**config.mk**
```make
export PLATFORM = sky130hd
export DESIGN_NAME = pwm_prescaler_period_duty_solver_core
export DESIGN_NICKNAME = d
export VERILOG_FILES = /design/src/hw/rtl/pps_pkg.sv /design/src/hw/rtl/pps_div.sv /design/src/hw/rtl/pwm_prescaler_period_duty_solver_core.sv
export SDC_FILE = /design/constraint.sdc
export NUM_CORES = 2
export LEC_CHECK = 0
export CORE_ASPECT_RATIO = 1.4
export CORE_MARGIN = 3
export CORE_UTILIZATION = 40
export CTS_BUF_LIST = sky130_fd_sc_hd__clkbuf_8 sky130_fd_sc_hd__clkbuf_16
export DETAILED_ROUTE_END_ITERATION = 8
export DONT_BUFFER_PORTS = 1
export GPL_ROUTABILITY_DRIVEN = 0
export PLACE_DENSITY = 0.56
export SLEW_MARGIN = 5
export SYNTH_ARGS = -nofsm -noshare
export SYNTH_HDL_FRONTEND = slang
export SYNTH_HIERARCHICAL = 1
export SYNTH_SLANG_ARGS = --single-unit
```
**constraint.sdc**
```tcl
create_clock -name clk -period 20.5 [get_ports clk]
set_input_delay 3.075 -clock clk [delete_from_list [all_inputs] [get_ports clk]]
set_output_delay 3.075 -clock clk [all_outputs]
set_load 0.02 [all_outputs]
```
**src/hw/rtl/pps_pkg.sv**
```systemverilog
package pps_pkg;

  // Field widths
  localparam int FREQ_W = 32;
  localparam int CLK_W  = 32;
  localparam int DUTY_W = 17;
  localparam int CNT_W  = 32;
  localparam int CODE_W = 4;
  localparam int STAT_W = 2;
  localparam int MODE_W = 2;
  localparam int CFG_IDX_W = 1;
  localparam int CFG_DAT_W = 32;

  // Prescaler scan: dividers 1 .. 2**(NUM_PRESCALERS-1)
  localparam int NUM_PRESCALERS = 14;
  localparam logic [CODE_W-1:0] LAST_CODE = CODE_W'(NUM_PRESCALERS - 1);

  // Divider datapath: denominator is frequency shifted by the code
  localparam int DEN_W  = FREQ_W + NUM_PRESCALERS - 1;
  localparam int NUM_W  = DEN_W + 1;
  localparam int STEP_W = $clog2(NUM_W);

  // Duty product: period * duty + half, then >> 16
  localparam int FRAC_W = 16;
  localparam int PROD_W = CNT_W + DUTY_W + 1;
  localparam int T_W    = PROD_W - FRAC_W;
  localparam logic [PROD_W-1:0] ROUND_HALF = PROD_W'(32'h8000);

  // Register indexes
  localparam logic [CFG_IDX_W-1:0] REG_CLOCK_HZ = 1'b0;
  localparam logic [CFG_IDX_W-1:0] REG_DUAL     = 1'b1;
  localparam logic [CLK_W-1:0]     CLOCK_HZ_RST = 32'd100000000;

  // Status codes
  localparam logic [STAT_W-1:0] ST_OK    = 2'd0;
  localparam logic [STAT_W-1:0] ST_ZERO  = 2'd1;
  localparam logic [STAT_W-1:0] ST_RANGE = 2'd2;

  // Output modes
  localparam logic [MODE_W-1:0] MODE_COMPARE = 2'd0;
  localparam logic [MODE_W-1:0] MODE_LOW     = 2'd1;
  localparam logic [MODE_W-1:0] MODE_HIGH    = 2'd2;

  typedef logic [DEN_W-1:0]  den_t;
  typedef logic [NUM_W-1:0]  num_t;
  typedef logic [STEP_W-1:0] step_t;
  typedef logic [PROD_W-1:0] prod_t;

  // Divider request and response
  typedef struct packed {
    logic start;
    num_t numer;
    den_t denom;
  } div_req_t;

  typedef struct packed {
    logic done;
    num_t quot;
    den_t rem;
  } div_rsp_t;

endpackage

```
**src/hw/rtl/pps_div.sv**
```systemverilog
module pps_div (
  input  logic              clk,
  input  logic              rst_n,
  input  pps_pkg::div_req_t req,
  output pps_pkg::div_rsp_t rsp
);

  logic               busy_r;
  logic               done_r;
  pps_pkg::step_t     step_r;
  pps_pkg::den_t      den_r;
  pps_pkg::den_t      rem_r;
  pps_pkg::num_t      quo_r;

  logic [pps_pkg::DEN_W:0]   acc;
  logic [pps_pkg::DEN_W+1:0] diff;
  logic                      q_bit;

  // One restoring step: shift in the next numerator bit, try subtract
  always_comb begin
    acc   = {rem_r, quo_r[pps_pkg::NUM_W-1]};
    diff  = {1'b0, acc} - {2'b00, den_r};
    q_bit = ~diff[pps_pkg::DEN_W+1];
  end

  // Control
  always_ff @(posedge clk) begin
    if (!rst_n) begin
      busy_r <= 1'b0;
      done_r <= 1'b0;
      step_r <= '0;
    end else begin
      done_r <= 1'b0;
      if (req.start) begin
        busy_r <= 1'b1;
        step_r <= pps_pkg::step_t'(pps_pkg::NUM_W - 1);
      end else if (busy_r) begin
        if (step_r == '0) begin
          busy_r <= 1'b0;
          done_r <= 1'b1;
        end else begin
          step_r <= step_r - 1'b1;
        end
      end
    end
  end

  // Datapath: numerator shifts out as quotient shifts in
  always_ff @(posedge clk) begin
    if (req.start) begin
      rem_r <= '0;
      quo_r <= req.numer;
      den_r <= req.denom;
    end else if (busy_r) begin
      rem_r <= q_bit ? diff[pps_pkg::DEN_W-1:0] : acc[pps_pkg::DEN_W-1:0];
      quo_r <= {quo_r[pps_pkg::NUM_W-2:0], q_bit};
    end
  end

  assign rsp.done = done_r;
  assign rsp.quot = quo_r;
  assign rsp.rem  = rem_r;

endmodule

```
**src/hw/rtl/pwm_prescaler_period_duty_solver_core.sv**
```systemverilog
// Zero or out-of-range frequency gives its result in the cycle after acceptance.
// Otherwise each prescaler tried takes a launch, 46 restoring divider steps and a
// compare; the duty multiplies and the result follow the scan.
// Throughput: one transaction at a time; busy stays high until the result strobe.
// The bit-serial divider sets the length of a transaction. The receiver cannot stall the result.
// Reset: synchronous active-low; clock_hz returns to 100000000, dual_output to 0.
module pwm_prescaler_period_duty_solver_core (
  input  logic                                clk,
  input  logic                                rst_n,
  // item channel
  input  logic                                start,
  output logic                                busy,
  input  logic [pps_pkg::FREQ_W-1:0]          in_frequency,
  input  logic [pps_pkg::DUTY_W-1:0]          in_duty_a,
  input  logic [pps_pkg::DUTY_W-1:0]          in_duty_b,
  // result channel
  output logic                                out_valid,
  output logic [pps_pkg::STAT_W-1:0]          out_status,
  output logic [pps_pkg::CODE_W-1:0]          out_prescale_code,
  output logic [pps_pkg::CNT_W-1:0]           out_period_count,
  output logic [pps_pkg::CNT_W-1:0]           out_period_reg,
  output logic [pps_pkg::CNT_W-1:0]           out_duty_count_a,
  output logic [pps_pkg::CNT_W-1:0]           out_duty_count_b,
  output logic [pps_pkg::CNT_W-1:0]           out_compare_a,
  output logic [pps_pkg::CNT_W-1:0]           out_compare_b,
  output logic [pps_pkg::MODE_W-1:0]          out_duty_mode_a,
  output logic [pps_pkg::MODE_W-1:0]          out_duty_mode_b,
  // configuration
  input  logic                                cfg_valid,
  output logic                                cfg_ready,
  input  logic [pps_pkg::CFG_IDX_W-1:0]       cfg_index,
  input  logic [pps_pkg::CFG_DAT_W-1:0]       cfg_data
);

  typedef enum logic [5:0] {
    S_IDLE   = 6'b000001,
    S_LAUNCH = 6'b000010,
    S_DIV    = 6'b000100,
    S_MULA   = 6'b001000,
    S_MULB   = 6'b010000,
    S_FIN    = 6'b100000
  } state_t;

  state_t state_r;

  // configuration registers
  logic [pps_pkg::CLK_W-1:0] clock_hz_r;
  logic                      dual_r;

  // latched item and scan state
  logic [pps_pkg::FREQ_W-1:0] freq_r;
  logic [pps_pkg::DUTY_W-1:0] duty_a_r;
  logic [pps_pkg::DUTY_W-1:0] duty_b_r;
  logic [pps_pkg::CODE_W-1:0] idx_r;
  pps_pkg::den_t              denom_r;
  logic                       best_valid_r;
  pps_pkg::den_t              best_err_r;
  logic [pps_pkg::CNT_W-1:0]  pick_period_r;
  logic [pps_pkg::CODE_W-1:0] best_code_r;
  logic [pps_pkg::T_W-1:0]    ta_r;
  logic [pps_pkg::T_W-1:0]    tb_r;

  // result registers
  logic                       out_valid_r;
  logic [pps_pkg::STAT_W-1:0] status_r;
  logic [pps_pkg::CODE_W-1:0] code_r;
  logic [pps_pkg::CNT_W-1:0]  period_r;
  logic [pps_pkg::CNT_W-1:0]  period_reg_r;
  logic [pps_pkg::CNT_W-1:0]  cnt_a_r;
  logic [pps_pkg::CNT_W-1:0]  cnt_b_r;
  logic [pps_pkg::CNT_W-1:0]  cmp_a_r;
  logic [pps_pkg::CNT_W-1:0]  cmp_b_r;
  logic [pps_pkg::MODE_W-1:0] mode_a_r;
  logic [pps_pkg::MODE_W-1:0] mode_b_r;

  pps_pkg::div_req_t div_req;
  pps_pkg::div_rsp_t div_rsp;

  logic                       accept;
  logic                       freq_zero;
  logic                       freq_high;
  pps_pkg::den_t              denom_w;
  pps_pkg::den_t              half_w;
  pps_pkg::den_t              err_w;
  logic                       fits_w;
  logic                       better_w;
  logic [pps_pkg::DUTY_W-1:0] mul_duty;
  pps_pkg::prod_t             prod_w;
  logic [pps_pkg::CNT_W-1:0]  ca_w;
  logic [pps_pkg::CNT_W-1:0]  cb_w;
  logic [pps_pkg::CNT_W-1:0]  cmpa_w;
  logic [pps_pkg::CNT_W-1:0]  cmpb_w;
  logic [pps_pkg::MODE_W-1:0] ma_w;
  logic [pps_pkg::MODE_W-1:0] mb_w;

  assign busy      = (state_r != S_IDLE);
  assign cfg_ready = 1'b1;
  assign accept    = start && !busy;
  assign freq_zero = (in_frequency == '0);
  assign freq_high = (in_frequency > (clock_hz_r >> 1));

  // divider launch: denom = freq << code, numer = clk + denom/2
  always_comb begin
    denom_w       = {{(pps_pkg::DEN_W - pps_pkg::FREQ_W){1'b0}}, freq_r} << idx_r;
    div_req.start = (state_r == S_LAUNCH);
    div_req.denom = denom_w;
    div_req.numer = {{(pps_pkg::NUM_W - pps_pkg::CLK_W){1'b0}}, clock_hz_r}
                  + {1'b0, denom_w >> 1};
  end

  pps_div u_div (
    .clk   (clk),
    .rst_n (rst_n),
    .req   (div_req),
    .rsp   (div_rsp)
  );

  // period error from the remainder: |rem - denom/2|
  always_comb begin
    half_w   = denom_r >> 1;
    err_w    = (div_rsp.rem >= half_w) ? (div_rsp.rem - half_w) : (half_w - div_rsp.rem);
    fits_w   = (div_rsp.quot != '0) && (div_rsp.quot[pps_pkg::NUM_W-1:pps_pkg::CNT_W] == '0);
    better_w = fits_w && (!best_valid_r || (err_w < best_err_r));
  end

  // shared duty multiplier
  always_comb begin
    mul_duty = (state_r == S_MULA) ? duty_a_r : duty_b_r;
    prod_w   = pps_pkg::prod_t'(pick_period_r) * pps_pkg::prod_t'(mul_duty)
             + pps_pkg::ROUND_HALF;
  end

  // clamp, compare values and modes
  always_comb begin
    ca_w   = (ta_r >= pps_pkg::T_W'(pick_period_r)) ? (pick_period_r - 1'b1)
                                                    : ta_r[pps_pkg::CNT_W-1:0];
    cb_w   = (tb_r >= pps_pkg::T_W'(pick_period_r)) ? (pick_period_r - 1'b1)
                                                    : tb_r[pps_pkg::CNT_W-1:0];
    cmpa_w = (ca_w != '0) ? (ca_w - 1'b1) : '0;
    cmpb_w = (cb_w != '0) ? (cb_w - 1'b1) : '0;
    if (ca_w == '0)                 ma_w = pps_pkg::MODE_LOW;
    else if (ca_w >= pick_period_r) ma_w = pps_pkg::MODE_HIGH;
    else                            ma_w = pps_pkg::MODE_COMPARE;
    if (cb_w == '0)                 mb_w = pps_pkg::MODE_LOW;
    else if (cb_w >= pick_period_r) mb_w = pps_pkg::MODE_HIGH;
    else                            mb_w = pps_pkg::MODE_COMPARE;
  end

  // configuration writes
  always_ff @(posedge clk) begin
    if (!rst_n) begin
      clock_hz_r <= pps_pkg::CLOCK_HZ_RST;
      dual_r     <= 1'b0;
    end else if (cfg_valid && cfg_ready) begin
      unique case (cfg_index)
        pps_pkg::REG_CLOCK_HZ: clock_hz_r <= cfg_data;
        pps_pkg::REG_DUAL:     dual_r     <= cfg_data[0];
        default: ;
      endcase
    end
  end

  // sequencer
  always_ff @(posedge clk) begin
    if (!rst_n) begin
      state_r      <= S_IDLE;
      out_valid_r  <= 1'b0;
      best_valid_r <= 1'b0;
      idx_r        <= '0;
    end else begin
      out_valid_r <= 1'b0;
      unique case (state_r)
        S_IDLE: begin
          if (accept) begin
            if (freq_zero || freq_high) begin
              out_valid_r <= 1'b1;
            end else begin
              idx_r        <= '0;
              best_valid_r <= 1'b0;
              state_r      <= S_LAUNCH;
            end
          end
        end
        S_LAUNCH: begin
          state_r <= S_DIV;
        end
        S_DIV: begin
          if (div_rsp.done) begin
            if (better_w) begin
              best_valid_r <= 1'b1;
            end
            if (better_w && (err_w == '0)) begin
              state_r <= S_MULA;
            end else if (idx_r == pps_pkg::LAST_CODE) begin
              if (best_valid_r || better_w) begin
                state_r <= S_MULA;
              end else begin
                out_valid_r <= 1'b1;
                state_r     <= S_IDLE;
              end
            end else begin
              idx_r   <= idx_r + 1'b1;
              state_r <= S_LAUNCH;
            end
          end
        end
        S_MULA: begin
          state_r <= S_MULB;
        end
        S_MULB: begin
          state_r <= S_FIN;
        end
        S_FIN: begin
          out_valid_r <= 1'b1;
          state_r     <= S_IDLE;
        end
        default: begin
          state_r <= S_IDLE;
        end
      endcase
    end
  end

  // payload registers
  always_ff @(posedge clk) begin
    unique case (state_r)
      S_IDLE: begin
        if (accept) begin
          freq_r   <= in_frequency;
          duty_a_r <= in_duty_a;
          duty_b_r <= in_duty_b;
          status_r <= freq_zero ? pps_pkg::ST_ZERO : pps_pkg::ST_RANGE;
          code_r       <= '0;
          period_r     <= '0;
          period_reg_r <= '0;
          cnt_a_r      <= '0;
          cnt_b_r      <= '0;
          cmp_a_r      <= '0;
          cmp_b_r      <= '0;
          mode_a_r     <= '0;
          mode_b_r     <= '0;
        end
      end
      S_LAUNCH: begin
        denom_r <= denom_w;
      end
      S_DIV: begin
        if (div_rsp.done && better_w) begin
          best_err_r    <= err_w;
          pick_period_r <= div_rsp.quot[pps_pkg::CNT_W-1:0];
          best_code_r   <= idx_r;
        end
      end
      S_MULA: begin
        ta_r <= prod_w[pps_pkg::PROD_W-1:pps_pkg::FRAC_W];
      end
      S_MULB: begin
        tb_r <= prod_w[pps_pkg::PROD_W-1:pps_pkg::FRAC_W];
      end
      S_FIN: begin
        status_r     <= pps_pkg::ST_OK;
        code_r       <= best_code_r;
        period_r     <= pick_period_r;
        period_reg_r <= pick_period_r - 1'b1;
        cnt_a_r      <= ca_w;
        cmp_a_r      <= cmpa_w;
        mode_a_r     <= ma_w;
        cnt_b_r      <= dual_r ? cb_w : '0;
        cmp_b_r      <= dual_r ? cmpb_w : cmpa_w;
        mode_b_r     <= dual_r ? mb_w : pps_pkg::MODE_LOW;
      end
      default: ;
    endcase
  end

  assign out_valid         = out_valid_r;
  assign out_status        = status_r;
  assign out_prescale_code = code_r;
  assign out_period_count  = period_r;
  assign out_period_reg    = period_reg_r;
  assign out_duty_count_a  = cnt_a_r;
  assign out_duty_count_b  = cnt_b_r;
  assign out_compare_a     = cmp_a_r;
  assign out_compare_b     = cmp_b_r;
  assign out_duty_mode_a   = mode_a_r;
  assign out_duty_mode_b   = mode_b_r;

endmodule

```
==> metrics.txt <==
vias in the first global route=about 46000; GRT Resource Usage Total=24.4%; r2r setup slk=10.34 ns; H-tree depth=3; Starting Density=40.5%; Reg2Reg Depth=33; HP Class=reg2reg; Async SR Flop Fraction=0%; via count=44900; R2R Path Start=state_r[5]; Max stage delay on crit path=1.20 ns; CP required=20.94 ns; fmax=98.4 MHz; minimum clock period=10.16 ns; total negative slack=0 ns; setup bufs post-CTS=0; Vias/cell=5.60; Startpoint Class=register; TritonCTS clock tree=done; sequential fraction of the synthesis area=between 30% and 40%; Avg Cell Area, Syn=9.57 um^2; cts repair resizes=0; Worst path slowest cell=inv_2; Worst Hold Launch=clock_hz_r[0]; Worst R2R End=tb_r[26]; number of remaining DRC errors=0; Overflow after GRT=0; largest net degree at the start of global routing=78; status=finished, final reports clean; Pins Over Slew Limit=0; Area Growth Syn to Fin=7.84%; FF+latch count, synth=650; EDFF count, synth=552; top sig layer=met5; die area=0.152 mm^2; Largest register FFs=46; Crit Path Category=reg2reg; # rows=165; initial antenna violation count=8; CTS Buffer Depth=3; leading cell type in the layout, fill and taps excluded=inv_1; routed length on met1=71800 um; Least-Margin Pin Slew=1.23 ns; Yosys warnings=6; Filler cells=approximately 14000; CP startpoint=state_r[5]; antenna-violating nets left=0; wire length on met3=12100 um; Port Buffer Count=0; worst skew pair latency=0.71 ns; Top reg by flops=u_div/quo_r; Final Hold Fails=0; Synthesized Nets=7220; Hold EP=clock_hz_r[0]; critical path fanouts, max=48; Syn Inst Count=6138; post-synthesis cell type count=~110; routed len/inst=around 23 um; hold bufs inserted after CTS=0; CTS buffer count=74; Crit. End Element=register; IO Count=~310; chip width=330 um; ys flop type=edfxtp_1; first-pass GRT wire length=281000 um; Clock Pin Slew Worst Setup and Hold Paths=0.07 ns; CTS Root Cell=clkbuf_16; most frequent cells in the layout=816 x inv_1, 671 x nand2_1, 593 x nor2_1, 552 x edfxtp_1, 525 x ha_1; Critical Path AT=roughly 11 ns; Max-Cap Viols=0; share of cells above drive strength 1=around 6.3%; fin nets=7115; hold path cells=2; Setup Skew=about 0.067 ns; final setup violating endpoints=0; Die Y=459 um; Detailed Route Iter0 Violations=3189; final cycle utilization of the critical path=49.6%; Rel. slew slack=approximately 18%; DRT Pass-1 Iters=5; Cell Area, Synth=0.0587 mm^2; CTS Sinks=650; total routed wirelength=around 190000 um; HPWL after DPL=roughly 150000 um; core outline area=0.145 mm^2; DR WL met2=92400 um; RSZ-0062 raised after global routing=false
[worst max path at each step]
stage	to	slack (ns)
after detailed placement	ta_r[26]	10.34
after global placement	ta_r[26]	10.36
after floorplan	u_div/quo_r[0]	9.45
after CTS	ta_r[26]	10.30
final	tb_r[26]	10.34
after global routing	tb_r[26]	9.71
[metal layers]
metal | global-route usage, % | vias up
li1 | - | 20700
met1 | 28.9 | 22200
met2 | 42.7 | 1562
met3 | 3.71 | 395
met4 | 12.6 | 6
met5 | 0 | -
[critical path: cells and delay by family (launching register included)]
family                     cells  cell delay, ns
AOI/OAI and AO/OA             11            2.84
adders and majority gates      7            2.77
buffers and inverters          7            1.84
and+or+nand+nor                7            1.80
DFF                            1            0.41
xor gates and xnor gates       1            0.12
[Yosys cell counts (98+ instances only)]
master | number | area (um^2)
a21o_1 | 145 | 1090
a21oi_1 | 314 | 1570
and2_1 | 119 | 744
clkbuf_1 | 180 | 676
dfxtp_1 | 98 | 1960
edfxtp_1 | 552 | 16600
fa_1 | 454 | 9090
ha_1 | 525 | 6570
inv_1 | 806 | 3030
mux2i_1 | 121 | 1210
nand2_1 | 672 | 2520
nor2_1 | 593 | 2230
o21ai_0 | 165 | 826
xnor2_1 | 167 | 1460
[cell type report]
class / instances / area, um^2 / area share, %
tap: 1920 / 2400 / 3.79
clock buffer: 78 / 1910 / 3.01
sequential: 650 / 18500 / 29.3
clock inverter: 58 / 612 / 0.966
inverter: 826 / 3100 / 4.90
multi-input combinational: 4391 / 36100 / 57.0
antenna: 5 / 12.5 / 0.0198
timing repair buffer: 90 / 676 / 1.07
[kinds of logic after synthesis]
group | synth area share, %
simple gates | 15.1
other cells | 0.0128
flops | 31.6
mux | 4.10
compound gates | 11.8
fa+ha+maj | 26.7
xor+xnor | 3.49
buf+inv | 7.29
[through the flow]
stage               instances  setup slack [ns]  hold WS, ns  area [um^2]  util, %
global route             8013              9.71        0.496        63300     43.6
global placement         7877             10.36        0.450        60800     41.9
detailed placement       7877             10.34        0.458        60800     41.9
CTS                      8013             10.30        0.466        63300     43.6
floorplan                6138              9.45        0.406        58700        -
finish                   8018             10.34        0.463        63300     43.6
Power is left out: the tool's default activity adds up to more than one toggle a clock period on the data nets, which glitch-free logic cannot reach.
